**config.mk**
```make
export PLATFORM = sky130hd
export DESIGN_NAME = grnr_front
export DESIGN_NICKNAME = d
export VERILOG_FILES = /design/src/rtl/assert_macros.svh /design/src/rtl/grnr_pkg.sv /design/src/rtl/grnr_front.sv
export SDC_FILE = /design/constraint.sdc
export NUM_CORES = 1
export LEC_CHECK = 0
export BUFFER_PORTS_ARGS = -buffer_cell sky130_fd_sc_hd__clkbuf_2
export CAP_MARGIN = 20
export CELL_PAD_IN_SITES_DETAIL_PLACEMENT = 1
export CELL_PAD_IN_SITES_GLOBAL_PLACEMENT = 2
export CORE_MARGIN = 1.5
export CORE_UTILIZATION = 20
export DETAILED_ROUTE_END_ITERATION = 7
export PLACE_DENSITY = 0.92
export SLEW_MARGIN = 30
export SYNTH_ARGS = -nofsm -noshare
export SYNTH_HDL_FRONTEND = slang
export SYNTH_SLANG_ARGS = --single-unit
```
**constraint.sdc**
```tcl
create_clock -name vclk -period 5.45
set_input_delay 0.2725 -clock vclk [all_inputs]
set_output_delay 0.2725 -clock vclk [all_outputs]
set_load 0.05 [all_outputs]
```
**src/rtl/assert_macros.svh**
```systemverilog
// Assertion macros used by grnr_fifo (clock clk_i, reset rst_ni).
`ifndef ASSERT_MACROS_SVH
`define ASSERT_MACROS_SVH

// Condition must never hold while out of reset.
`define ASSERT_NEVER(lbl, cond, msg) \
  lbl: assert property (@(posedge clk_i) disable iff (!rst_ni) !(cond)) else $error(msg);

// Same-cycle implication.
`define ASSERT_IMPL(lbl, ante, cons, msg) \
  lbl: assert property (@(posedge clk_i) disable iff (!rst_ni) (ante) |-> (cons)) \
    else $error(msg);

// Next-cycle implication.
`define ASSERT_NEXT(lbl, ante, cons, msg) \
  lbl: assert property (@(posedge clk_i) disable iff (!rst_ni) (ante) |=> (cons)) \
    else $error(msg);

`endif

```
**src/rtl/grnr_pkg.sv**
```systemverilog
// Shared types, constants and widths of the grid rotate resampler.
package grnr_pkg;

  // Fixed fractional formats and map limits
  localparam int MAX_SIDE         = 256;
  localparam int ANGLE_FRAC_BITS  = 14;
  localparam int OFFSET_FRAC_BITS = 8;

  // Field widths
  localparam int DIM_W    = 9;
  localparam int ANGLE_W  = 16;
  localparam int OFFSET_W = 18;
  localparam int INDEX_W  = 16;
  localparam int VALUE_W  = 8;
  localparam int COORD_W  = 9;

  // Cell store
  localparam int STORE_DEPTH = 65536;
  localparam int STORE_AW    = $clog2(STORE_DEPTH);
  localparam logic [VALUE_W-1:0] OUTSIDE_VALUE = '1;

  // Queue between front and back
  localparam int QUEUE_DEPTH = 4;

  // Stream and register port widths
  localparam int S_DATA_W = 48;
  localparam int M_DATA_W = 8;
  localparam int APB_AW   = 5;
  localparam int APB_DW   = 32;

  // Datapath widths
  localparam int DIM_MAX  = (1 << DIM_W) - 1;
  localparam int SIDE_CAP = (MAX_SIDE < DIM_MAX) ? MAX_SIDE : DIM_MAX;
  localparam int SIDE_W   = $clog2(SIDE_CAP + 1);
  localparam int IDX_W    = $clog2(SIDE_CAP);
  localparam int FRAC_W   = ANGLE_FRAC_BITS + OFFSET_FRAC_BITS;
  localparam int DX_W     = COORD_W + 1;
  localparam int AX_W     = ((DX_W + OFFSET_FRAC_BITS > OFFSET_W) ?
                             DX_W + OFFSET_FRAC_BITS : OFFSET_W) + 1;
  localparam int PROD_W   = AX_W + ANGLE_W;
  localparam int SUM_W    = ((PROD_W > SIDE_W + FRAC_W) ? PROD_W : SIDE_W + FRAC_W) + 2;
  localparam int RND_W    = SUM_W + 1 - FRAC_W;
  localparam int LIN_W    = (IDX_W + SIDE_W + 1 > STORE_AW) ? IDX_W + SIDE_W + 1 : STORE_AW;

  typedef enum logic {
    FUNC_LOAD  = 1'b0,
    FUNC_FETCH = 1'b1
  } func_e;

  typedef enum logic [2:0] {
    REG_MAP_WIDTH  = 3'd0,
    REG_MAP_HEIGHT = 3'd1,
    REG_OUT_DIM    = 3'd2,
    REG_COS_ANGLE  = 3'd3,
    REG_SIN_ANGLE  = 3'd4,
    REG_OFFSET_X   = 3'd5,
    REG_OFFSET_Y   = 3'd6
  } reg_e;

  typedef struct packed {
    logic [DIM_W-1:0]           map_width;
    logic [DIM_W-1:0]           map_height;
    logic [DIM_W-1:0]           out_dim;
    logic signed [ANGLE_W-1:0]  cos_angle;
    logic signed [ANGLE_W-1:0]  sin_angle;
    logic signed [OFFSET_W-1:0] offset_x;
    logic signed [OFFSET_W-1:0] offset_y;
  } cfg_t;

  // One classified request as it sits in the queue
  typedef struct packed {
    func_e                  func;
    logic [INDEX_W-1:0]     load_index;
    logic [VALUE_W-1:0]     load_value;
    logic signed [AX_W-1:0] ax;
    logic signed [AX_W-1:0] ay;
  } item_t;

endpackage

```
**src/rtl/grnr_front.sv**
```systemverilog
// Front part: takes stream requests, classifies them and centers fetch coordinates.
module grnr_front (
  input  logic                            s_axis_tvalid,
  output logic                            s_axis_tready,
  input  logic [grnr_pkg::S_DATA_W-1:0]   s_axis_tdata,
  input  logic                            s_axis_tuser,
  input  grnr_pkg::cfg_t                  cfg_i,
  input  logic                            full_i,
  output logic                            push_o,
  output grnr_pkg::item_t                 item_o
);
  import grnr_pkg::*;

  logic [INDEX_W-1:0]         load_index;
  logic [VALUE_W-1:0]         load_value;
  logic [COORD_W-1:0]         out_row;
  logic [COORD_W-1:0]         out_col;
  logic [DIM_W-2:0]           half_dim;
  logic signed [DX_W-1:0]     dx, dy;
  logic signed [OFFSET_W-1:0] off_x, off_y;

  // Unpack tdata: load_index, load_value, out_row, out_col
  assign load_index = s_axis_tdata[INDEX_W-1:0];
  assign load_value = s_axis_tdata[INDEX_W +: VALUE_W];
  assign out_row    = s_axis_tdata[INDEX_W + VALUE_W +: COORD_W];
  assign out_col    = s_axis_tdata[INDEX_W + VALUE_W + COORD_W +: COORD_W];

  // Requests go into the queue whenever it has room
  assign s_axis_tready = !full_i;
  assign push_o        = s_axis_tvalid && !full_i;

  // Center on the output grid and remove the translation
  assign half_dim = cfg_i.out_dim[DIM_W-1:1];
  assign off_x    = cfg_i.offset_x;
  assign off_y    = cfg_i.offset_y;
  assign dx       = $signed(DX_W'(out_row) - DX_W'(half_dim));
  assign dy       = $signed(DX_W'(out_col) - DX_W'(half_dim));

  always_comb begin
    item_o.func       = s_axis_tuser ? FUNC_FETCH : FUNC_LOAD;
    item_o.load_index = load_index;
    item_o.load_value = load_value;
    item_o.ax         = (AX_W'(dx) <<< OFFSET_FRAC_BITS) - AX_W'(off_x);
    item_o.ay         = (AX_W'(dy) <<< OFFSET_FRAC_BITS) - AX_W'(off_y);
  end

endmodule

```
# == Word-level counts from Yosys, hierarchy flattened ==
# Index checks and enable logic that the tools add are counted.
# word_totals
regBits,0
latchBits,0
mem_bits_rw,0
mem_bits_ro,0
in_bits,146
output_inout_bits,65
wordCells,7
memories,0
# classes
addsub,4
n_mul,0
n_div,0
order_cmp,0
eq_ne,0
shifts,0
n_mux,1
n_bitwise,0
n_reduce_logical,2
# op_table
operator,count
18-bit by 18-bit subtractor with 19-bit output,2
9-bit by 8-bit subtractor with 10-bit output,2
1-bit logical AND,1
1-bit logical NOT,1
1-bit 2-to-1 mux,1

# == Longest topological paths before layout ==
# depth
word_depth,2
ltp_mapped,15
ltp_nobuf,14

# == Worst setup path before layout ==
# OpenSTA, ideal clock, no wires.
# synth_path
kind,input port to output port
start,in s_axis_tdata[24] (netlist bit)
end,out item_o[34] (netlist bit)
arrival_ps,3385
required_time_ps,5178
path_slack_ps,1793
stages,13
n_path_buf,1
path_cell_list,inv_1 > ha_1 > fa_1 > nor2b_1 > o21ai_0 > a21oi_1 > nor3_1 > xnor2_1 > ha_1 > clkbuf_1 > a21o_1 > nor4b_1 > nor3_1
# synth_rtl
item,line_no,text
"start, declared",grnr_front.sv:5,"input logic [grnr_pkg::S_DATA_W-1:0] s_axis_tdata,"
"end, declared",grnr_front.sv:10,output grnr_pkg::item_t item_o

==> run_results.csv <==
group,metric,value,unit
detailed_routing,first_pass_iters,4,
place,io_buffer_count,104,
sta,timing.final.crit_period,3712,ps
yosys,synth_nets,528,
yosys,yosysUniqueCellTypes,52,
detailed_routing,post_drt_wl_per_cell,13.04,µm
detailed_routing,avgViaCountPerCell,4.673,
place,gp_routability_congestion,0.7829,
detailed_routing,post-route-drc-count,0,
yosys,yosys.area_share.simple,23.59,%
die,floorplan.die_area,12490,µm²
grt,global_route.usage.total,11.21,%
yosys,synth_area,2366,µm²
layout,antenna_cells,0,
worst_setup_path,path_max_fanout,4,
yosys,ys_seq_area_share,0,%
yosys,muxShareOfSynthArea,0.4231,%
yosys,synth_cells,342,
yosys,synth-compound-area-share,23.59,%
sta,timing.max_slew.rel_slack,56.89,%
yosys,synth.largest_area_cell,"ha_1",
layout,num-nets-final,604,
sta,timing_worst_slew_pin_value,646.6,ps
place,placed_cells_incl_taps,559,
sta,timing.final.crit_share,68.11,%
clock_tree,post_cts_resized,0,
die,core.rowCount,39,
job,drv_cap,0,
yosys,yosysTopAreaCellShare,20.10,%
yosys,largest_family_of_logic_cells_by_synthesized_area,"compound AO/OA/AOI/OAI gates",
worst_setup_path,path_class,"in -> out",
grt,grt_overflow_total,0,
sta,final_max_slew_viols,0,
sta,grt_setup_unrepaired,"no",
worst_setup_path,crit_arrival,3440,ps
sta,finalSetupTns,0,ps
clock_tree,cts-hold-fix-buffers,0,
grt,first_global_vias,2762,
pwr,power.ir.vdd_worst,0.2006,mV
die,boundaryPins,211,
grt,pin_count_of_the_biggest_net_entering_global_routing,12,
layout,top_library_cells_by_usage_in_the_layout_fill_and_taps_aside,"104 x clkbuf_2, 52 x inv_1, 38 x ha_1, 25 x xnor2_1, 23 x nor2_1",
layout,layout_commonest_cell,"clkbuf_2",
worst_setup_path,critPathRequiredTime,5180,ps
detailed_routing,final_antenna_net_count,0,
pwr,power.static_leakage,1.527,nW
layout,nFlopsAndLatches,0,
detailed_routing,initialDrtViolationCount,69,
yosys,synth_adder_area_share,21.79,%
die,start_util,20.63,%
die,coreArea,11470,µm²
layout,drive_gt1_share,26.44,%
die,die_w,111.8,µm
worst_setup_path,crit_path_end_kind,"primary output",
detailed_routing,dr_total_vias,2612,
grt,grt_pass1_wl,12.30,mm
sta,max_freq,269.4,MHz
layout,area.sequential,0,µm²
min_path,hold_path.class,"in -> out",
yosys,synth.avg_cell_area,6.918,µm²
outcome,run_status,"complete, no violations",
pwr,powerDensity,269.2,nW/µm²
layout,post_layout_nonfiller_instances,559,
worst_setup_path,timing.critical_path.from_type,"primary input",
place,dp_hpwl,6.534,mm
die,die-height,111.8,µm
layout,clockBufferCount,0,
layout,area.growth.synth_to_final,20.52,%
detailed_routing,drt-total-wl,7.289,mm
yosys,ys.warnings.count,0,
clock_tree,post_cts.repair.setup_buffers,0,
grt,antenna_violations_before_repair,0,
sta,finalSetupViolations,0,
sta,finalHoldViolCount,0,
yosys,yosys-top-cells-area,"ha_1 20%, xnor2_1 9.3%, buf_4 8.6%, inv_1 8.2%, xor2_1 4.1%",
yosys,synth_xor_xnor_area_share,13.33,%
[layer usage]
metal / up-vias / global-route usage, % / share of wire, %
met5: - / 0 / 0
met4: 0 / 2.110 / 2.2
met3: 20 / 1.361 / 5.5
met2: 75 / 20.45 / 48
met1: 1196 / 14.17 / 44
li1: 1321 / - / -
[where the power goes]
part / leakage, nW / switching [mW] / internal, mW
combinational: 1.53 / 0.538 / 0.230
sequential: 0 / 0 / 0
clock: 0 / 0 / 0
total: 1.53 / 0.538 / 0.230
[worst max-delay path, stage by stage]
cell and delay, ps:
clkbuf_2 80, inv_1 30, ha_1 210, fa_1 420, nor2b_1 130, o21ai_0 110, a21oi_1 320, nor3_1 110
xnor2_1 140, ha_1 330, a21o_1 170, a21o_1 200, a2111oi_0 460, a22o_1 190, clkbuf_2 270
[cells in the mapped netlist, types with 2 or more instances]
cell,n
ha_1,38
nor3b_1,3
nand4_1,2
o22ai_1,2
nor2b_1,5
nand3_1,9
a22oi_1,2
or4_1,4
a21boi_0,2
xnor2_1,25
clkbuf_1,3
nor2_1,23
a21o_1,9
nand3b_1,4
o211ai_1,2
o21ai_0,13
nand2_1,17
inv_1,52
a211o_1,2
o21a_1,7
fa_1,2
a211oi_1,5
xor2_1,11
a31oi_1,4
nor3_1,11
buf_4,27
and3_1,3
and2_1,5
or3_1,7
a21oi_1,19
o31ai_1,3
[path summary, 6_finish.rpt]
kind / endpoint / from / cells after the start
hold / removal: item_o[40] / s_axis_tdata[18] / 0
setup / recovery: item_o[18] / s_axis_tdata[33] / 15
[layout make-up]
type | instances | area (µm²)
Timing Repair Buffer | 104 | 520.5
Fill cell | 1445 | 8616
Tap cell | 143 | 178.9
Multi-Input combinational cell | 260 | 1957
Inverter | 52 | 195.2
[through the flow]
step	hold WS, ps	setup slack, ps	power (mW)	cell area (µm²)	util, %
2_1_floorplan	712.1	1793	0.6484	2366	-
3_3_place_gp	545.3	1834	0.7585	2851	24.87
3_5_place_dp	545.3	1788	0.7726	2851	24.87
4_1_cts	545.3	1763	0.7757	2851	24.87
5_1_grt	545.1	1565	0.8302	2851	24.87
6_report	545.0	1738	0.7678	2851	24.87
[kinds of logic after synthesis]
logic type	count (synthesis)
muxes	1
and+or+nand+nor	101
buffers and inverters	82
AOI/OAI and AO/OA	82
adders and majority gates	40
xor gates and xnor gates	36
Note: power is estimated with default switching activity, not from simulation.
