<file path="config.mk">
export PLATFORM = sky130hd
export DESIGN_NAME = grnr_fifo
export DESIGN_NICKNAME = d
export VERILOG_FILES = /design/src/rtl/grnr_pkg.sv /design/src/rtl/grnr_fifo.sv
export VERILOG_INCLUDE_DIRS = /design/src /design/src/rtl
export SDC_FILE = /design/constraint.sdc
export NUM_CORES = 1
export LEC_CHECK = 0
export BUFFER_PORTS_ARGS = -buffer_cell sky130_fd_sc_hd__buf_2
export CORE_MARGIN = 4
export CORE_UTILIZATION = 38
export CTS_BUF_LIST = sky130_fd_sc_hd__clkbuf_2
export DETAILED_ROUTE_END_ITERATION = 6
export GPL_TIMING_DRIVEN = 0
export PLACE_DENSITY = 0.58
export SLEW_MARGIN = 20
export SYNTH_ARGS = -nofsm -noshare
export SYNTH_HDL_FRONTEND = slang
export SYNTH_SLANG_ARGS = --single-unit
export TNS_END_PERCENT = 5
</file>
<file path="constraint.sdc">
create_clock -name clk_i -period 3.8 [get_ports clk_i]
set_clock_uncertainty 0.2 [all_clocks]
set_input_delay 0.19 -clock clk_i [delete_from_list [all_inputs] [get_ports clk_i]]
set_output_delay 0.19 -clock clk_i [all_outputs]
set_load 0.02 [all_outputs]
</file>
<file path="src/rtl/assert_macros.svh">
// Assertion macros used by grnr_fifo (clock clk_i, reset rst_ni).
`ifndef ASSERT_MACROS_SVH
`define ASSERT_MACROS_SVH

// Condition must never hold while out of reset.
`define ASSERT_NEVER(lbl, cond, msg) \
  lbl: assert property (@(posedge clk_i) disable iff (!rst_ni) !(cond)) else $error(msg);

// Same-cycle implication.
`define ASSERT_IMPL(lbl, ante, cons, msg) \
  lbl: assert property (@(posedge clk_i) disable iff (!rst_ni) (ante) |-> (cons)) \
    else $error(msg);

// Next-cycle implication.
`define ASSERT_NEXT(lbl, ante, cons, msg) \
  lbl: assert property (@(posedge clk_i) disable iff (!rst_ni) (ante) |=> (cons)) \
    else $error(msg);

`endif

</file>
<file path="src/rtl/grnr_pkg.sv">
// Shared types, constants and widths of the grid rotate resampler.
package grnr_pkg;

  // Fixed fractional formats and map limits
  localparam int MAX_SIDE         = 256;
  localparam int ANGLE_FRAC_BITS  = 14;
  localparam int OFFSET_FRAC_BITS = 8;

  // Field widths
  localparam int DIM_W    = 9;
  localparam int ANGLE_W  = 16;
  localparam int OFFSET_W = 18;
  localparam int INDEX_W  = 16;
  localparam int VALUE_W  = 8;
  localparam int COORD_W  = 9;

  // Cell store
  localparam int STORE_DEPTH = 65536;
  localparam int STORE_AW    = $clog2(STORE_DEPTH);
  localparam logic [VALUE_W-1:0] OUTSIDE_VALUE = '1;

  // Queue between front and back
  localparam int QUEUE_DEPTH = 4;

  // Stream and register port widths
  localparam int S_DATA_W = 48;
  localparam int M_DATA_W = 8;
  localparam int APB_AW   = 5;
  localparam int APB_DW   = 32;

  // Datapath widths
  localparam int DIM_MAX  = (1 << DIM_W) - 1;
  localparam int SIDE_CAP = (MAX_SIDE < DIM_MAX) ? MAX_SIDE : DIM_MAX;
  localparam int SIDE_W   = $clog2(SIDE_CAP + 1);
  localparam int IDX_W    = $clog2(SIDE_CAP);
  localparam int FRAC_W   = ANGLE_FRAC_BITS + OFFSET_FRAC_BITS;
  localparam int DX_W     = COORD_W + 1;
  localparam int AX_W     = ((DX_W + OFFSET_FRAC_BITS > OFFSET_W) ?
                             DX_W + OFFSET_FRAC_BITS : OFFSET_W) + 1;
  localparam int PROD_W   = AX_W + ANGLE_W;
  localparam int SUM_W    = ((PROD_W > SIDE_W + FRAC_W) ? PROD_W : SIDE_W + FRAC_W) + 2;
  localparam int RND_W    = SUM_W + 1 - FRAC_W;
  localparam int LIN_W    = (IDX_W + SIDE_W + 1 > STORE_AW) ? IDX_W + SIDE_W + 1 : STORE_AW;

  typedef enum logic {
    FUNC_LOAD  = 1'b0,
    FUNC_FETCH = 1'b1
  } func_e;

  typedef enum logic [2:0] {
    REG_MAP_WIDTH  = 3'd0,
    REG_MAP_HEIGHT = 3'd1,
    REG_OUT_DIM    = 3'd2,
    REG_COS_ANGLE  = 3'd3,
    REG_SIN_ANGLE  = 3'd4,
    REG_OFFSET_X   = 3'd5,
    REG_OFFSET_Y   = 3'd6
  } reg_e;

  typedef struct packed {
    logic [DIM_W-1:0]           map_width;
    logic [DIM_W-1:0]           map_height;
    logic [DIM_W-1:0]           out_dim;
    logic signed [ANGLE_W-1:0]  cos_angle;
    logic signed [ANGLE_W-1:0]  sin_angle;
    logic signed [OFFSET_W-1:0] offset_x;
    logic signed [OFFSET_W-1:0] offset_y;
  } cfg_t;

  // One classified request as it sits in the queue
  typedef struct packed {
    func_e                  func;
    logic [INDEX_W-1:0]     load_index;
    logic [VALUE_W-1:0]     load_value;
    logic signed [AX_W-1:0] ax;
    logic signed [AX_W-1:0] ay;
  } item_t;

endpackage

</file>
<file path="src/rtl/grnr_fifo.sv">
// Short request queue between the front and back parts.
`include "assert_macros.svh"

module grnr_fifo #(
  parameter int DEPTH = 4
) (
  input  logic           clk_i,
  input  logic           rst_ni,
  input  logic           push_i,
  input  grnr_pkg::item_t item_i,
  input  logic           pop_i,
  output grnr_pkg::item_t head_o,
  output logic           full_o,
  output logic           empty_o
);
  import grnr_pkg::*;

  localparam int PTR_W = $clog2(DEPTH);
  localparam int CNT_W = $clog2(DEPTH + 1);
  localparam logic [PTR_W-1:0] LAST = PTR_W'(DEPTH - 1);

  item_t            mem_q [DEPTH];
  logic [PTR_W-1:0] wr_ptr_q, wr_ptr_d;
  logic [PTR_W-1:0] rd_ptr_q, rd_ptr_d;
  logic [CNT_W-1:0] count_q, count_d;

  assign full_o  = (count_q == CNT_W'(DEPTH));
  assign empty_o = (count_q == '0);
  assign head_o  = mem_q[rd_ptr_q];

  // Pointer and fill count update
  always_comb begin
    wr_ptr_d = wr_ptr_q;
    rd_ptr_d = rd_ptr_q;
    count_d  = count_q;
    if (push_i) begin
      wr_ptr_d = (wr_ptr_q == LAST) ? '0 : wr_ptr_q + 1'b1;
    end
    if (pop_i) begin
      rd_ptr_d = (rd_ptr_q == LAST) ? '0 : rd_ptr_q + 1'b1;
    end
    if (push_i && !pop_i) begin
      count_d = count_q + 1'b1;
    end else if (!push_i && pop_i) begin
      count_d = count_q - 1'b1;
    end
  end

  always_ff @(posedge clk_i or negedge rst_ni) begin
    if (!rst_ni) begin
      wr_ptr_q <= '0;
      rd_ptr_q <= '0;
      count_q  <= '0;
    end else begin
      wr_ptr_q <= wr_ptr_d;
      rd_ptr_q <= rd_ptr_d;
      count_q  <= count_d;
    end
  end

  // Entry storage
  always_ff @(posedge clk_i) begin
    if (push_i) begin
      mem_q[wr_ptr_q] <= item_i;
    end
  end

  `ASSERT_NEVER(a_no_overflow, push_i && full_o && !pop_i, "queue overflow")
  `ASSERT_NEVER(a_no_underflow, pop_i && empty_o, "queue underflow")
  `ASSERT_NEXT(a_count_up, push_i && !pop_i, count_q == CNT_W'($past(count_q) + 1'b1),
               "queue count did not advance on push")
  `ASSERT_IMPL(a_empty_ptrs, count_q == '0, rd_ptr_q == wr_ptr_q,
               "empty queue with unequal pointers")

endmodule

</file>
# Word-level counts from Yosys, hierarchy flattened
# Memory sizes are Yosys's and may differ from the RTL's.
# Cells that the tools add are included.
# word_totals
out_inout_bits	65
romBits	0
memories	1
wordCells	23
latch_bits	0
regBits	7
ram_bits	252
# op_classes
n_div	0
n_lt_le_gt_ge	0
bitwise_logic	0
n_shift	0
n_mux	6
addsub	4
n_eq_ne	3
mul	0
n_reduce_logical	6
# mem_list
memory	words	word_bits	read_ports	rd_clocked_by_memory_dff	wr	line_no	source
mem_q	4	63	1	0	1	grnr_fifo.sv:22	item_t mem_q [DEPTH];
# op_table
cell	n
two-way mux 3 bit	2
adder 2 x 1 -> 2 bit, second input constant	2
== test 2 bit, second input constant	2
two-way mux 2 bit	2
adder 3 x 1 -> 3 bit, second input constant	1
== test 3 bit, second input constant	1
zero test 3 bit	1
subtractor 3 x 1 -> 3 bit, second input constant	1
logical AND 1 bit	2
zero test 1 bit	2
two-way mux 1 bit	2
nonzero test 2 bit	1

# Longest topological paths before layout
# Gate-level depths: netlist of run 1.
# depth
ltp_word	4
mapped_depth	7
depth_no_buf	7

# Worst setup path after synthesis of run 1
# OpenSTA, ideal clock, no wires.
# synth_path
kind	register to register
from	register wr_ptr_q[0]
to	memory mem_q[0][0] (netlist bit), enable pin
setup_time_ps	427
setup_slack_ps	1066
n_path_buf	0
arrival_ps	2107
path_stages_with_launch	4
t_required_ps	3173
cell_sequence	dfrtp_1 inv_1 ha_1 and2_1
# synth_lines
element	line_no	source
start, declared	grnr_fifo.sv:23	logic [PTR_W-1:0] wr_ptr_q, wr_ptr_d;
start signal, assigned	grnr_fifo.sv:55	wr_ptr_q <= wr_ptr_d;
end, declared	grnr_fifo.sv:22	
# No word-level cell before the write port.

==> impl_metrics.yaml, run 1 <==
outcome:
  status: "completed"
finish:
  fill_cells: 2044
  layout-drive-gt1-share_pct: 42.5
  final_core_util_pct: 51.5
  layout.nets: 774
  design_area_um2: 12600
  areaGrowthSynthToFinish_pct: 32.5
power_and_ir_drop:
  ir_worst_vdd_mv: 0.374
  power_frac_seq_pct: 43.6
  internal_power_mw: 5.82
  powerDensity_nw_per_um2: 685
  p_clk_share_pct: 22.4
  p_total_mw: 8.63
  p_sw_share_pct: 32.6
  leakagePower_nw: 4.54
  pwr-share-comb_pct: 34.0
  p_sw_mw: 2.82
worst_setup_path:
  crit_slowest_cell: "mux4_2"
  timing.critical_path.from: "rd_ptr_q[0]"
  endpoint_kind: "output port"
  rr_worst_depth: 4
  critical_path_arrival_ps: 2340
  timing.rr.start: "wr_ptr_q[0]"
  cp-start-kind: "flop"
  max_stage_delay_ps: 540
  ff2ff_setup_slack_ps: 1750
  critical_path_class: "reg2out"
  crit_required_ps: 3410
  path_cells: "buf_6 > buf_6 > mux4_2 > buf_2"
  path_max_fanout: 10
  path_common_cell: "buf_6"
  r2r_end: "mem_q[2][28]"
logic_synthesis:
  yosysUniqueCellTypes: 18
  synth_area_um2: 9510
  yosysSeqAreaShare_pct: 81.4
  synth.avg_cell_area_um2: 26.0
  yosysWarnings: 0
  netlist_instances: 366
  synthesis.nets: 440
  synth_seq_cells: 259
grt:
  grt_first_pass_wirelength_mm: 30.2
  grt_antenna_before_repair: 1
  grt_pass1_vias: 5789
  overflow: 0
  track_usage_pct: 13.9
  grt_max_degree: 38
cts:
  clockRootBuffer: "clkbuf_2"
  cts_max_level: 3
  clkLatencyLatePin_ps: 760
  post-cts-setup-buffer-count: 0
  ctsResizeCount: 0
  postCtsHoldBufs: 131
  cts_sinks: 259
  numCtsBuffers: 66
  clk_pin_slew_ps: 100
  clock_path_buffers: 3
  cts_tree: "built"
timing:
  slew_violations: 0
  slew_headroom_pct: 59.1
  layout_min_cycle_time_ps: 2730
  hold_violations: 0
  tightest_slew_ps: 614
  finalSetupViolCount: 0
  worst_hold_slack_ps: 162
  min_period_over_period_pct: 71.8
  setup_ws_ps: 1070
  rsz0062_at_grt: "no"
  clock.fmax_mhz: 367
worst_hold_path:
  hold_path_class: "in2reg"
  hold_start: "push_i"
  whs_endpoint: "wr_ptr_q[1]"
  hold_path_depth: 3
route:
  wl_per_cell_um: 17.9
  wirelength_mm: 19.1
  wl_met3_mm: 1.01
  drt_iter0_drc: 269
  maxUsedRoutingLayer: "met4"
  viasPerCell: 4.69
  drtPass1Iterations: 6
  drc: 0
  ant_nets: 0
  wl_met2_mm: 9.77
  vias: 4989
  wirelength_met1_mm: 7.88
placement:
  placed_area_um2: 10700
  pre_cts_ws_ps: 1690
  place_congestion: 0.682
  post-dp-hpwl_mm: 10.8
  io_buffers: 131
floorplanning:
  die_y_um: 166
  std_cell_rows: 57
  die_width_um: 166
  io_pins: 132
  initial_core_util_pct: 38.9
  core_um2: 24500
  die-area_um2: 27600
flow_run:
  drv_cap: 0
## worst max-delay path: cells and delay by family (launching register included)
kind     cells  cell delay, ps
flops        1             410
mux          1             540
buf+inv      3             600
## state kept, by name, indices dropped and copies added, names as in the netlist
register  cells
count_q       3
mem_q       252
rd_ptr_q      2
wr_ptr_q      2
## stage by stage
step                      TNS, ps  instances
after floorplan                 0        366
after global placement     -53110        821
after detailed placement        0        825
after CTS                       0       1062
after global routing            0       1063
final                           0       1063
## how the worst max path moves through the flow
stage               cells past startpoint  slack [ps]      endpoint
finish                                  4        1070    head_o[19]
global route                            4         840    head_o[19]
CTS                                     4         910    head_o[19]
detailed placement                      4        1690  mem_q[2][17]
global placement                        3        -250  mem_q[0][13]
floorplan                               3        1070   mem_q[0][0]
## power by group through the flow
stage	clock [mW]	sequential (mW)	combinational (mW)
final	1.93	3.77	2.93
after global routing	2.18	3.81	3.19
after CTS	2.02	3.78	3.03
after detailed placement	0	3.84	2.92
after global placement	0	3.87	2.83
after floorplan	0	3.83	1.97
## synthesized netlist by cell type
| library cell | number | area share, % |
|---|---|---|
| inv_1 | 4 | 0.16 |
| nor2_1 | 3 | 0.12 |
| mux4_2 | 63 | 15 |
| ha_1 | 6 | 0.79 |
| xnor2_1 | 1 | 0.092 |
| buf_2 | 7 | 0.37 |
| fa_1 | 1 | 0.21 |
| mux2_2 | 3 | 0.36 |
| and2_1 | 4 | 0.26 |
| nand2_1 | 2 | 0.079 |
| dfrtp_1 | 7 | 1.8 |
| buf_6 | 6 | 0.71 |
| buf_4 | 1 | 0.079 |
| o21ai_0 | 2 | 0.11 |
| xor2_1 | 2 | 0.18 |
| edfxtp_1 | 252 | 80 |
| nor3_1 | 1 | 0.053 |
| nor3b_1 | 1 | 0.079 |
## kinds of logic after synthesis
family | Yosys count | share of synthesized area (%)
flops | 259 | 81.4
simple gates | 11 | 0.592
xor+xnor | 3 | 0.276
buf+inv | 18 | 1.32
fa+ha+maj | 7 | 1.00
compound gates | 2 | 0.105
mux | 66 | 15.3
## cells in the final DEF (no fill, tap or decap), drive strengths merged
cell type	synthesis	layout
dfrtp	7	7
buf	14	149
nor2	3	3
nor3	1	1
bufinv	0	4
inv	4	5
xnor2	1	1
edfxtp	252	252
and2	4	4
clkinv	0	12
ha	6	6
mux2	3	3
mux4	63	63
fa	1	1
nand2	2	2
nor3b	1	1
clkbuf	0	88
o21ai	2	2
clkinvlp	0	1
diode	0	1
dlygate4sd3	0	131
xor2	2	2
## per-layer routing
metal / up-vias / GRT usage [%]
met5: - / 0
met2: 148 / 23.6
met4: 0 / 5.70
met3: 36 / 4.12
li1: 2276 / -
met1: 2529 / 16.8
## area by class of cell
class                   count  area, um2  area share [%]
plain buffers              14        110           0.874
clock buffers              88        440            3.50
well taps                 324        405            3.22
clock inverters            18        178            1.41
repair buffers            266       2050            16.3
diodes                      1       2.50          0.0199
multi-input cells          89       1650            13.1
inverters                   4       15.0           0.119
flip-flops and latches    259       7740            61.5
(Power assumes the default switching activity.)
==> inputs of run 2 (changes only) <==
--- a/config.mk
+++ b/config.mk
@@ -12,7 +12,7 @@
 export CTS_BUF_LIST = sky130_fd_sc_hd__clkbuf_2
 export DETAILED_ROUTE_END_ITERATION = 6
 export GPL_TIMING_DRIVEN = 0
-export PLACE_DENSITY = 0.58
+export PLACE_DENSITY = 0.6
 export SLEW_MARGIN = 20
 export SYNTH_ARGS = -nofsm -noshare
 export SYNTH_HDL_FRONTEND = slang
==> constraint.sdc (replaced) <==
create_clock -name clk_i -period 2.4 [get_ports clk_i]
set_clock_uncertainty 0.2 [all_clocks]
set_input_delay 0.12 -clock clk_i [delete_from_list [all_inputs] [get_ports clk_i]]
set_output_delay 0.12 -clock clk_i [all_outputs]
set_load 0.02 [all_outputs]
==> impl_metrics.yaml, run 2 (synthesis results as in run 1) <==
outcome:
  status: "finished with violations"
  violations: "negative setup slack"
finish:
  fin_cells: 1072
  reg_top3: "mem_q x252, count_q x3"
  layout-drive-gt1-share_pct: 44.0
  layout_commonest_cell: "edfxtp_1"
  layout_common_cells: "edfxtp_1, dlygate4sd3_1, buf_2, clkbuf_2, mux4_2"
  design_area_um2: 12900
  largest_register_ff_count: 252
  layout.nets: 782
  regMostFlops: "mem_q"
  final_core_util_pct: 52.6
  fill_cells: 1965
  areaGrowthSynthToFinish_pct: 35.4
cts:
  cts_tree: "built"
  numCtsBuffers: 67
  clkLatencyLatePin_ps: 720
  clockRootBuffer: "clkbuf_2"
  clk_pin_slew_ps: 100
  cts_max_level: 3
  clock_path_buffers: 3
  cts_sinks: 259
placement:
  placed_area_um2: 10700
  io_buffers: 131
  dp.cells: 825
  place_congestion: 0.675
  post-dp-hpwl_mm: 10.9
  pre_cts_ws_ps: 366
floorplanning:
  die_y_um: 166
  std_cell_rows: 57
  initial_core_util_pct: 38.9
  die_width_um: 166
  die-area_um2: 27600
  io_pins: 132
  core_um2: 24500
timing:
  fin_tns_setup_ps: -4510
  setup_ws_ps: -119
  tightest_slew_ps: 490
  hold_violations: 0
  slew_headroom_pct: 67.3
  rsz0062_at_grt: "yes"
  finalSetupViolCount: 58
  clock.fmax_mhz: 397
  layout_min_cycle_time_ps: 2520
  min_period_over_period_pct: 105
  slew_violations: 0
  worst_hold_slack_ps: 155
power_and_ir_drop:
  ir_worst_vdd_mv: 0.600
  p_total_mw: 14.2
  leakagePower_nw: 4.67
  powerDensity_nw_per_um2: 1100
route:
  ant_nets: 0
  viasPerCell: 4.69
  vias: 5023
  wl_per_cell_um: 17.9
  drc: 0
  wirelength_mm: 19.1
  drt_iter0_drc: 207
  drtPass1Iterations: 4
grt:
  grt_max_degree: 43
  overflow: 0
  grt_antenna_before_repair: 2
  grt_pass1_vias: 5754
  track_usage_pct: 14.2
  grt_first_pass_wirelength_mm: 30.4
worst_setup_path:
  crit_family: "multiplexers"
  critical_path_arrival_ps: 2200
  endpoint_kind: "output port"
  max_stage_delay_ps: 520
  path_cells: "buf_12 > buf_12 > mux4_2 > buf_2"
  crit_required_ps: 2080
  path_max_fanout: 10
  crit_slowest_cell: "mux4_2"
  critical_path_buf_inv_count: 3
  critical_path_class: "reg2out"
  path_common_cell: "buf_12"
  cp-start-kind: "flop"
worst_hold_path:
  hold_path_class: "in2async"
flow_run:
  drv_cap: 0
## run 2: tightest hold or removal path: stages
cell	delay, ps
dlygate4sd3_1	520
buf_2	100
dlygate4sd3_1	770
## run 2: worst paths after layout
kind / from / end / slack [ps] / cells past startpoint
worst max-delay path: rd_ptr_q[0] / head_o[23] / -120 / 4
worst min-delay path: rst_ni / count_q[2] / 150 / 3
worst max register to register: wr_ptr_q[0] / mem_q[2][43] / 410 / 4
worst min register to register: count_q[2] / count_q[2] / 330 / 1
max in group asynchronous: rst_ni / rd_ptr_q[0] / 1550 / 3
min in group clk_i: pop_i / count_q[0] / 220 / 5
## run 2: final cells by class
cell class	instances	area (um2)	share of cell area (%)
tap	324	405	3.15
sequential	259	7740	60.2
inverter	4	15.0	0.117
antenna	2	5.00	0.0389
timing repair buffer	273	2270	17.6
clock inverter	13	131	1.02
clock buffer	94	470	3.66
buffer	14	184	1.43
multi-input combinational	89	1650	12.8
## run 2: layer usage
metal	vias to the layer above	share of wire, %	GRT usage (%)
met5	-	0	0
met3	31	6.6	4.86
li1	2304	-	-
met2	159	52	24.1
met1	2529	40	16.8
met4	0	1.5	5.16
## run 2: power by group
part,switching (mW),leakage (nW),internal [mW]
logic,2.73,1.81,2.47
clock network,1.61,0.461,1.36
registers,0.197,2.40,5.79
## run 2: what timing repair did
action                                  CTS  global route
pin swaps                                 0             0
cloned                                    0             3
hold endpoints to repair                390             0
resized for setup                        25            22
setup buffers                             3             0
hold buffers                            132             0
endpoints found under the setup margin   63            63
